[src/rtl/adu_sqrt.sv]
`timescale 1ns / 1ps
`default_nettype none
// Floor integer square root, one result bit per cycle.
module adu_sqrt (
  input  wire logic        clk_i,
  input  wire logic        rst_ni,
  input  wire logic        start_i,
  input  wire logic [63:0] op_i,
  output logic             busy_o,
  output logic [31:0]      root_o
);

  logic [34:0] rem_q, rem_d;
  logic [31:0] root_q, root_d;
  logic [63:0] val_q, val_d;
  logic [5:0]  cnt_q, cnt_d;
  logic        busy_q, busy_d;
  logic [34:0] r2;
  logic [34:0] trial;

  always_comb begin
    r2     = {rem_q[32:0], val_q[63:62]};
    trial  = {1'b0, root_q, 2'b01};
    rem_d  = rem_q;
    root_d = root_q;
    val_d  = val_q;
    cnt_d  = cnt_q;
    busy_d = busy_q;
    if (start_i) begin
      rem_d  = '0;
      root_d = '0;
      val_d  = op_i;
      cnt_d  = 6'd32;
      busy_d = 1'b1;
    end else if (busy_q) begin
      val_d = {val_q[61:0], 2'b00};
      if (r2 >= trial) begin
        rem_d  = r2 - trial;
        root_d = {root_q[30:0], 1'b1};
      end else begin
        rem_d  = r2;
        root_d = {root_q[30:0], 1'b0};
      end
      cnt_d = cnt_q - 6'd1;
      if (cnt_q == 6'd1) begin
        busy_d = 1'b0;
      end
    end
  end

  always_ff @(posedge clk_i or negedge rst_ni) begin
    if (!rst_ni) begin
      busy_q <= 1'b0;
      cnt_q  <= '0;
    end else begin
      busy_q <= busy_d;
      cnt_q  <= cnt_d;
    end
  end

  always_ff @(posedge clk_i) begin
    rem_q  <= rem_d;
    root_q <= root_d;
    val_q  <= val_d;
  end

  assign busy_o = busy_q;
  assign root_o = root_q;

endmodule
`default_nettype wire

[config.mk]
export PLATFORM = sky130hd
export DESIGN_NAME = adu_sqrt
export DESIGN_NICKNAME = d
export VERILOG_FILES = /design/src/rtl/adu_sqrt.sv
export SDC_FILE = /design/constraint.sdc
export NUM_CORES = 1
export LEC_CHECK = 0
export CAP_MARGIN = 30
export CORE_ASPECT_RATIO = 0.7
export CORE_UTILIZATION = 54
export CTS_BUF_LIST = sky130_fd_sc_hd__clkbuf_8
export DETAILED_ROUTE_END_ITERATION = 12
export DONT_BUFFER_PORTS = 1
export GPL_TIMING_DRIVEN = 0
export PLACE_DENSITY = 0.77
export SLEW_MARGIN = 15
export SYNTH_ARGS = -nofsm -noshare
export SYNTH_HDL_FRONTEND = slang
export SYNTH_SLANG_ARGS = --single-unit
export TNS_END_PERCENT = 20
[constraint.sdc]
create_clock -name clk_i -period 3 [get_ports clk_i]
set_input_delay 0.45 -clock clk_i [delete_from_list [all_inputs] [get_ports clk_i]]
set_output_delay 0.45 -clock clk_i [all_outputs]
set_load 0.05 [all_outputs]
### Word-level counts from Yosys, hierarchy flattened

Cells that the tools add are included.

| operators by class | value |
|---|---|
| equal/unequal tests | 1 |
| reductions and logical operators | 1 |
| add/subtract/negate cells | 2 |
| order comparisons | 1 |
| multiplexer cells | 9 |

Operators by type and width:

| cell | count |
|---|---|
| 64-bit 2-to-1 mux | 2 |
| 35-bit by 34-bit >= comparator with 1-bit output | 1 |
| 33-bit 2-to-1 mux | 1 |
| 33-bit subtractor | 1 |
| 6-bit 2-to-1 mux | 2 |
| 6-bit by 1-bit equality test with 1-bit output, second input constant | 1 |
| 6-bit by 1-bit subtractor with 6-bit output, second input constant | 1 |
| 1-bit 2-to-1 mux | 4 |
| 2-bit nonzero test | 1 |

| word-level totals | value |
|---|---|
| register bits | 136 |
| bits of input ports | 67 |
| word-level logic and storage cells | 19 |
| output and inout port bits | 33 |

### Longest topological paths before layout

| depth | value |
|---|---|
| depth after elaboration | 4 |
| depth in mapped cells | 12 |
| gate-level depth less buffers | 10 |

### Worst setup path after synthesis

OpenSTA, ideal clock, no wires.

| path | value |
|---|---|
| path type | flip-flop to flip-flop |
| from | reg root_q[14], in the netlist root_o[14] |
| to | reg rem_q[10] |
| slack | 18 ps |
| library setup time | 137 ps |
| data arrival time | 2,844 ps |
| period minus slack after synthesis | 2,982 ps |
| cell stages (with the launch flop) | 13 |
| path buffers | 2 |
| data required time | 2,863 ps |
| cells stage by stage | dfxtp_1 > inv_1 > ha_1 > buf_2 > a21oi_2 > o21ai_1 > o32ai_2 > a31oi_2 > a211o_2 > a21oi_4 > buf_8 > mux2i_1 > a211oi_1 |

| between the ends | value |
|---|---|
| cells in the longest elaborated chain, start to end | 2 |

RTL lines:

| item | line | text |
|---|---|---|
| start: declaration | 14 | `logic [31:0] root_q, root_d;` |
| start signal: assignment | 63 | `root_q <= root_d;` |
| 35-bit by 34-bit >= comparator with 1-bit output | 37 | `if (r2 >= trial) begin` |
| 33-bit 2-to-1 mux | 37 |  |
| end signal: assignment | 62 | `rem_q <= rem_d;` |
| end: declaration | 13 | `logic [34:0] rem_q, rem_d;` |

No other way between the ends.
A chain may end at the register's enable or synchronous reset.

### Worst setup path after layout

| path | value |
|---|---|
| from | reg root_q[31], in the netlist root_o[31] |
| to | reg rem_q[32] |

The elaborated chain is that of the path after synthesis.

==> results_dict.tcl <==
set metrics [dict create \
    grt_max_degree 66 \
    ios 100 \
    ys_seq_elements 136 \
    fin_crit_ps 3040 \
    wl_mm 18.7 \
    p_leak_nw 3.46 \
    dp_slack_ps -595 \
    numPortBuffers 0 \
    power_mw 9.28 \
    syn_avg_cell_area_um2 10.4 \
    drive_above_1_share_pct 26.4 \
    dr.pass1.iters 8 \
    root_buffer "clkbuf_8" \
    grt_pass1_wl_mm 28.4 \
    crit_fanout 4 \
    critPathKind "register to register" \
    yosysWarnings 0 \
    setup_ws_ps -37.3 \
    antenna_found_initial 0 \
    grt_overflow 0 \
    antenna_left 0 \
    min_path_cells 1 \
    cp.required_ps 3360 \
    cts_buffers 17 \
    rows 35 \
    synth_ff_type "dfxtp_1" \
    hold_viol 0 \
    fillers 1079 \
    fin_crit_sh_pct 101 \
    rsz0062_at_grt "yes" \
    synth_edf_count 64 \
    design_area_um2 8620 \
    end_kind "register" \
    post-dp-hpwl_mm 13.0 \
    vdd_drop_max_mv 0.588 \
    finalClockSkew_ps 11.6 \
    reg2reg_depth 11 \
    die_area_um2 14300 \
    maxCapViolCount 0 \
    start_util_pct 56.1 \
    drt_iter0_drc 556 \
    finalSetupViolations 7 \
    cts_max_path_buffers 2 \
    yosysSeqAreaShare_pct 45.5 \
    hold_class "primary input to register" \
    core-area_um2 13300 \
    wl_per_cell_um 19.8 \
    setup_tns_ps -133 \
    antenna_cells 0 \
    yosysUniqueCellTypes 63 \
    worstMarginPinSlew_ps 895 \
    startpoint_type "register" \
    cts_max_level 4 \
    tritoncts "yes" \
    route.vias.total 5665 \
    violations "negative setup slack" \
    gp_congestion 0.933 \
    clk_latency_ps 460 \
    arrival_ps 3400 \
    grt_pass1_vias 5439 \
    clk_pin_slew_ps 80 \
    holdWs_ps 191 \
    async_flop_share_pct 5.15 \
    synthToLayoutAreaGrowth_pct 15.5 \
    post_dp_cell_area_um2 7700 \
    syn-cell-area_um2 7460 \
    nets 848 \
    synth_nets 820 \
    netlist_instances 717 \
    drc 0 \
    die_h_um 100 \
    clock-sinks 136 \
    drv_slew 0 \
    p_per_area_nw_per_um2 1080 \
    max_freq_mhz 329 \
    track_usage_pct 26.4 \
    status "complete, but fails checks" \
    die_w_um 143 \
    viasPerCell 6.01 \
    timing.slew.headroom_pct 40.4 \
]
==> cell type report <==
type / count / area (µm²) / area share [%]
Timing Repair Buffer: 15 / 148 / 1.71
Tap cell: 185 / 231 / 2.68
Multi-Input combinational cell: 499 / 3990 / 46.3
Buffer: 31 / 149 / 1.73
Clock buffer: 17 / 234 / 2.71
Sequential cell: 136 / 3500 / 40.6
Inverter: 45 / 171 / 1.99
Clock inverter: 15 / 193 / 2.23
==> sequential cells by signal (all words and copies together) (netlist names) <==
register / flops
cnt_q: 6
rem_q: 33
busy_o: 1
val_q: 64
root_o: 32
==> path summary, 6_finish.rpt <==
check	from	endpoint	slack, ps
worst max-delay path	root_o[31]$_SDFFE_PP0P_	rem_q[32]$_SDFFE_PP0P_	-40
worst min-delay path	op_i[1]	val_q[1]$_SDFFCE_PN0P_	190
worst max register to register	root_o[31]$_SDFFE_PP0P_	rem_q[32]$_SDFFE_PP0P_	-40
worst min register to register	rem_q[21]$_SDFFE_PP0P_	rem_q[21]$_SDFFE_PP0P_	500
max in group asynchronous	rst_ni	cnt_q[2]$_DFFE_PN0P_	2440
min in group asynchronous	rst_ni	cnt_q[3]$_DFFE_PN0P_	310
==> placed cells by master, fill, tap and decap left out, types with 20 or more instances in the layout <==
| cell | instances |
|---|---|
| mux2_2 | 63 |
| nor2_1 | 73 |
| a21oi_1 | 24 |
| nand2_1 | 45 |
| ha_1 | 20 |
| dfxtp_1 | 34 |
| xnor2_1 | 20 |
| edfxtp_1 | 64 |
| a211oi_1 | 20 |
| mux2i_1 | 46 |
| inv_1 | 43 |
| clkbuf_1 | 23 |
| dfxtp_4 | 26 |
==> what timing repair did <==
| action | 4_1_cts | 5_1_grt |
|---|---|---|
| endpoints found under the setup margin | 34 | 33 |
| gates resized for setup | 81 | 41 |
| pin swaps | 8 | 6 |
| setup buffers | 11 | 2 |
| endpoints found under the hold margin | 7 | 0 |
| hold buffers | 1 | 0 |
| gates cloned | 2 | 0 |
==> per-stage QoR <==
stage               instances  utilization, %
floorplan                 717               -
global placement          902            57.8
detailed placement        902            57.8
CTS                       943            63.8
global route              943            64.8
finish                    943            64.8
==> cells by family (layout without fill, tap and decap cells) <==
kind of cell,after synthesis,after routing,share of synthesized area (%)
compound gates,136,137,12.5
xor+xnor,31,31,3.64
fa+ha+maj,36,36,6.04
buf+inv,83,123,4.58
flops,136,136,45.5
mux,114,114,16.3
simple gates,181,181,11.3
==> power breakdown <==
group / total (mW) / switching (mW) / internal (mW)
logic: 5.06 / 2.70 / 2.36
clock network: 1.64 / 0.799 / 0.843
registers: 2.58 / 0.288 / 2.30
==> critical path, stage by stage, from the launching register on <==
cell      delay, ps
dfxtp_1         720
inv_1           130
ha_1            350
nand2_1          60
nor2_1          200
and4_1          230
nand4_1         160
o211ai_1        140
buf_4           190
a21oi_4          60
or3b_1          410
a311oi_1        280
==> cell usage after synthesis (10+ instances only) <==
master / count / area (µm²)
nor2_1: 76 / 285
dfxtp_1: 65 / 1300
edfxtp_1: 64 / 1920
mux2_2: 63 / 709
mux2i_1: 51 / 510
inv_1: 45 / 169
nand2_1: 45 / 169
ha_1: 36 / 450
a21oi_1: 32 / 160
clkbuf_1: 28 / 105
a211oi_1: 22 / 165
xnor2_1: 20 / 175
o21ai_0: 18 / 90.1
a21o_1: 13 / 97.6
xor2_1: 11 / 96.3
nand3_1: 10 / 50.1
==> metal layers <==
metal | part of all wire, % | vias to the layer above | GRT usage (%)
met5 | 0 | - | 0
met2 | 45 | 258 | 40.1
met1 | 45 | 2707 | 36.2
met3 | 7.9 | 42 | 7.11
met4 | 2.0 | 0 | 9.68
li1 | - | 2658 | -
Note: power is estimated with default switching activity, not from simulation.
