[src/rtl/adu_div.sv]
`timescale 1ns / 1ps
`default_nettype none
// Restoring divider for a 33-bit quotient; big_o flags a quotient of 2^33 or more.
module adu_div (
  input  wire logic        clk_i,
  input  wire logic        rst_ni,
  input  wire logic        start_i,
  input  wire logic [63:0] num_i,
  input  wire logic [31:0] den_i,
  output logic             busy_o,
  output logic             big_o,
  output logic [32:0]      quo_o
);

  logic [31:0] rem_q, rem_d;
  logic [32:0] nb_q, nb_d;
  logic [32:0] quo_q, quo_d;
  logic [31:0] den_q, den_d;
  logic        big_q, big_d;
  logic [5:0]  cnt_q, cnt_d;
  logic        busy_q, busy_d;
  logic [32:0] r2;

  always_comb begin
    r2     = {rem_q, nb_q[32]};
    rem_d  = rem_q;
    nb_d   = nb_q;
    quo_d  = quo_q;
    den_d  = den_q;
    big_d  = big_q;
    cnt_d  = cnt_q;
    busy_d = busy_q;
    if (start_i) begin
      big_d  = {1'b0, num_i[63:33]} >= den_i;
      rem_d  = {1'b0, num_i[63:33]};
      nb_d   = num_i[32:0];
      quo_d  = '0;
      den_d  = den_i;
      cnt_d  = 6'd33;
      busy_d = 1'b1;
    end else if (busy_q) begin
      nb_d = {nb_q[31:0], 1'b0};
      if (r2 >= {1'b0, den_q}) begin
        rem_d = 32'(r2 - {1'b0, den_q});
        quo_d = {quo_q[31:0], 1'b1};
      end else begin
        rem_d = r2[31:0];
        quo_d = {quo_q[31:0], 1'b0};
      end
      cnt_d = cnt_q - 6'd1;
      if (cnt_q == 6'd1) begin
        busy_d = 1'b0;
      end
    end
  end

  always_ff @(posedge clk_i or negedge rst_ni) begin
    if (!rst_ni) begin
      busy_q <= 1'b0;
      cnt_q  <= '0;
    end else begin
      busy_q <= busy_d;
      cnt_q  <= cnt_d;
    end
  end

  always_ff @(posedge clk_i) begin
    rem_q <= rem_d;
    nb_q  <= nb_d;
    quo_q <= quo_d;
    den_q <= den_d;
    big_q <= big_d;
  end

  assign busy_o = busy_q;
  assign big_o  = big_q;
  assign quo_o  = quo_q;

endmodule
`default_nettype wire
[config.mk]
export PLATFORM = sky130hd
export DESIGN_NAME = adu_div
export DESIGN_NICKNAME = d
export VERILOG_FILES = /design/src/rtl/adu_div.sv
export SDC_FILE = /design/constraint.sdc
export NUM_CORES = 1
export LEC_CHECK = 0
export BUFFER_PORTS_ARGS = -buffer_cell sky130_fd_sc_hd__buf_2
export CAP_MARGIN = 25
export CORE_UTILIZATION = 43
export DETAILED_ROUTE_END_ITERATION = 10
export GPL_ROUTABILITY_DRIVEN = 1
export PLACE_DENSITY = 0.62
export SLEW_MARGIN = 10
export SYNTH_ARGS = -nofsm -noshare
export SYNTH_HDL_FRONTEND = slang
export SYNTH_SLANG_ARGS = --single-unit
export TNS_END_PERCENT = 5
[constraint.sdc]
create_clock -name clk_i -period 6.5 [get_ports clk_i]
set_clock_uncertainty 0.2 [all_clocks]
set_input_delay 0.975 -clock clk_i [delete_from_list [all_inputs] [get_ports clk_i]]
set_output_delay 0.975 -clock clk_i [all_outputs]
set_load 0.005 [all_outputs]
* After elaboration in Yosys (flattened, before gate mapping)
Cells that the tools add are included.
Cells by class: mux-type cells 11, equality and inequality tests 1, $add $sub $neg 2, reduce and logical (&&, ||, !) cells 1, magnitude comparators 2
Operators with widths (count):
- $mux 33 | 2
- $mux 31 | 2
- $ge 33x32->1 | 1
- $ge 31x32->1 | 1
- $mux 32 | 1
- $sub 32x32->32 | 1
- $mux 6 | 2
- $eq 6x1->1 const B | 1
- $sub 6x1->6 const B | 1
- $mux 1 | 4
- $reduce_bool 2->1 | 1
Storage, ports and cells: input bits 99, register bits after elaboration 138

* Longest topological paths before layout
word-level depth 4, depth in mapped cells 15, gate-level depth less buffers 13

* Least setup slack after synthesis
Ideal clock, no wire load.
kind register to register, start point register rem_q[10], end point register rem_q[10] (data pin), period minus slack after synthesis 3477 ps, buffers on the path 2, slack 3023 ps, library setup time 260 ps, stages on the path, launching flop included 12, data arrival time 3017 ps, cells stage by stage edfxtp_1 ha_1 a21o_1 a31o_1 a2111oi_4 a21oi_2 a31o_1 a211o_1 buf_6 buf_12 mux2_4 mux2_2
On the way: cells in the longest elaborated chain, start to end 4
Ends and longest elaborated chain:
- start, declared | line 15 | logic [31:0] rem_q, rem_d;
- start signal, assigned | line 68 | rem_q <= rem_d;
- $ge 33x32->1 | line 43 | if (r2 >= {1'b0, den_q}) begin
- $mux 32 | line 43
- $mux 31 | line 41 | end else if (busy_q) begin
- $mux 31 | line 33 | if (start_i) begin
- net rem_d[10] | line 15
The timed path passes the listed nets, and every way through them passes these cells. The select of a mux whose other input is x is not followed. A chain may end at the register's enable or synchronous reset.

* Worst setup path after layout
start point register rem_q[7], end point register rem_q[6] (data pin)
The elaborated chain is that of the path after synthesis.

==> results.py <==
metrics = {
    "status": {
        "status": "finished clean",
    },
    "setup_path": {
        "cp_max_fo": 35,
        "end_kind": "flip-flop",
        "startpoint_type": "flip-flop",
        "critical_path_class": "flip-flop to flip-flop",
        "cp.arrival_ns": 3.98,
        "required_ns": 6.47,
    },
    "sta": {
        "relSlewSlack_pct": 35.3,
        "fin_crit_ns": 4.01,
        "tightest_slew_ns": 0.971,
        "drv_slew": 0,
        "max_freq_mhz": 249,
        "finalHoldViolCount": 0,
        "grt_setup_unrepaired": "no",
        "setup_violations": 0,
        "fin_crit_sh_pct": 61.7,
        "finalSetupTns_ns": 0,
    },
    "routing": {
        "met3_length_mm": 1.03,
        "vias": 5723,
        "wl_mm": 16.7,
        "drt_iter0_drc": 272,
        "wl_per_cell_um": 15.1,
        "wl_met1_mm": 8.22,
        "wl_met2_mm": 7.42,
        "top_layer": "met5",
        "drtAntennaViolNets": 0,
        "drc": 0,
        "detail_route.first_pass.iterations": 4,
        "vias_per_cell": 5.15,
    },
    "floorplanning": {
        "die_x_um": 140,
        "core_area_um2": 18700,
        "start_util_pct": 44.0,
        "die_height_um": 140,
        "row_count": 50,
        "die_area_um2": 19700,
        "ios": 134,
    },
    "layout": {
        "multi_input_comb_area_um2": 4040,
        "nets": 1029,
        "drive_above_1_share_pct": 28.7,
        "area_delta_synth_final_pct": 17.6,
        "register_area_um2": 3770,
        "fillerInstances": 1718,
        "diodes": 0,
    },
    "cts": {
        "ctsResizeCount": 0,
        "clock_sinks": 138,
        "cts_setup_buffers": 0,
        "numCtsBuffers": 17,
        "h-tree-depth": 4,
        "clk_path_buf_depth": 2,
        "worstSkewPairLatency_ns": 0.42,
        "clk_pin_slew_ns": 0.07,
        "ctsRootBufferMaster": "clkbuf_16",
        "ctsHoldBuffers": 0,
        "cts_tree": "yes",
    },
    "power": {
        "ir_worst_vdd_uv": 195,
        "leakagePower_nw": 4.64,
        "power-per-cell-area_nw_per_um2": 423,
        "total_power_mw": 4.09,
    },
    "global_route": {
        "grt_pass1_vias": 5653,
        "antenna_found_initial": 2,
        "gr-total-overflow": 0,
        "grt_max_degree": 87,
        "grt_pass1_wl_mm": 27.6,
        "grt.total_usage_pct": 17.6,
    },
    "synthesis": {
        "postSynthAreaPerCell_um2": 11.2,
        "synth-edff-count": 97,
        "synth_top_cell_area_share_pct": 35.4,
        "synthTopCellsByArea": "edfxtp_1 (35%), ha_1 (9.9%), dfxtp_1 (8.3%)",
        "netlist.top_cell.by_area": "edfxtp_1",
        "yosysWarningCount": 0,
        "synth_seq_cells": 138,
        "syn_inst": 737,
        "synth_flop_cell": "edfxtp_1",
        "async_reset_ff_share_pct": 5.07,
        "syn_area_um2": 8230,
        "ys_seq_area_share_pct": 45.8,
        "synth.distinct_cells": 61,
        "synth_fp_nets": 902,
    },
    "run": {
        "drv_cap": 0,
    },
    "min_path": {
        "hold_class": "primary input to async pin",
    },
    "placement": {
        "io_buffers": 133,
        "place_congestion": 0.802,
        "dp_hpwl_mm": 11.7,
    },
}
[stage by stage]
step                      hold slack (ns)  area (µm²)  setup WS [ns]  instances  utilization [%]
after floorplan                     0.261        8230           3.02        737                -
after global placement              0.273        9070           2.48       1079             48.5
after detailed placement            0.281        9070           2.47       1079             48.5
after CTS                           0.149        9680           2.45       1111             51.8
after global routing                0.163        9680           2.19       1111             51.8
final                               0.168        9680           2.49       1111             51.8
[final cells by class]
| type | count | area share, % |
|---|---|---|
| Clock buffer | 19 | 4.91 |
| Clock inverter | 13 | 1.41 |
| Inverter | 73 | 2.83 |
| Multi-Input combinational cell | 498 | 41.8 |
| Sequential cell | 138 | 38.9 |
| Tap cell | 234 | 3.02 |
| Timing Repair Buffer | 136 | 7.13 |
[placed cells by master (no fill, tap or decap), types with 25 or more instances in the layout]
master and n:
nor2_1 53, mux2i_1 40, mux2_2 60, buf_2 132, nand2_1 32, o21ai_0 25, inv_1 73, a21oi_1 32
edfxtp_1 97, dfxtp_1 34, ha_1 65
[Yosys cell counts (3+ instances only)]
library cell and instances:
dfrtp_1 7, a21oi_1 32, xnor2_1 18, a211oi_1 5, nand2_1 32, edfxtp_1 97, nor3b_1 3, ha_1 65
mux2i_1 40, a221o_1 3, and3_1 9, mux2_4 14, and2_1 4, o21a_1 4, nor2_1 53, o21bai_1 3
clkbuf_1 22, nand3_1 12, mux2_2 60, nor2b_1 10, nor3_1 6, o21ai_0 25, a31oi_1 4, nor4b_1 3
buf_6 3, a21o_1 24, nand2b_1 9, nand4_1 8, inv_1 73, dfxtp_1 34, xor2_1 14
[kinds of logic after synthesis]
kind of cell | after synthesis | share of synthesized area (%)
simple gates | 160 | 9.73
flops | 138 | 45.8
compound gates | 126 | 10.2
mux | 114 | 15.6
buf+inv | 101 | 5.11
fa+ha+maj | 66 | 10.1
xor+xnor | 32 | 3.40
[routing by layer]
layer,GRT usage (%),vias to the layer above
met5,0,-
met4,5.03,2
met3,5.91,4
met2,27.2,118
met1,23.4,2684
li1,-,2915
[power breakdown]
part	leakage [nW]	switching [mW]	total, mW	internal [mW]
registers	1.36	0.0970	1.29	1.19
clock network	0.306	0.442	1.00	0.561
logic	2.98	0.890	1.80	0.912
total	4.64	1.43	4.09	2.67
[flip-flops by register name (all words and copies together) (netlist names)]
signal / flops
big_o: 1
busy_o: 1
cnt_q: 6
den_q: 32
nb_q: 33
quo_o: 33
rem_q: 32
[path summary, 6_finish.rpt]
| kind | from | to | slack [ns] | cells after the start |
|---|---|---|---|---|
| worst max-delay path | rem_q[7] | rem_q[6] | 2.49 | 10 |
| worst max register to register | rem_q[7] | rem_q[6] | 2.49 | 10 |
| worst min-delay path | rst_ni | cnt_q[3] | 0.17 | 1 |
| worst min register to register | rem_q[31] | rem_q[31] | 0.29 | 2 |
| max in group asynchronous | rst_ni | busy_o | 5.75 | 1 |
| min in group clk_i | rem_q[31] | rem_q[31] | 0.29 | 2 |
[critical path, stage by stage (launching register included)]
cell and delay [ns]:
edfxtp_1 0.39, ha_1 0.47, and4_4 0.30, nand3_1 0.12, a21oi_1 0.28, a2111oi_4 0.12, a21oi_2 0.25, a31o_1 0.17
a211o_2 0.78, mux2_2 0.41, mux2_2 0.25
Power figures use the tool's default switching activity.
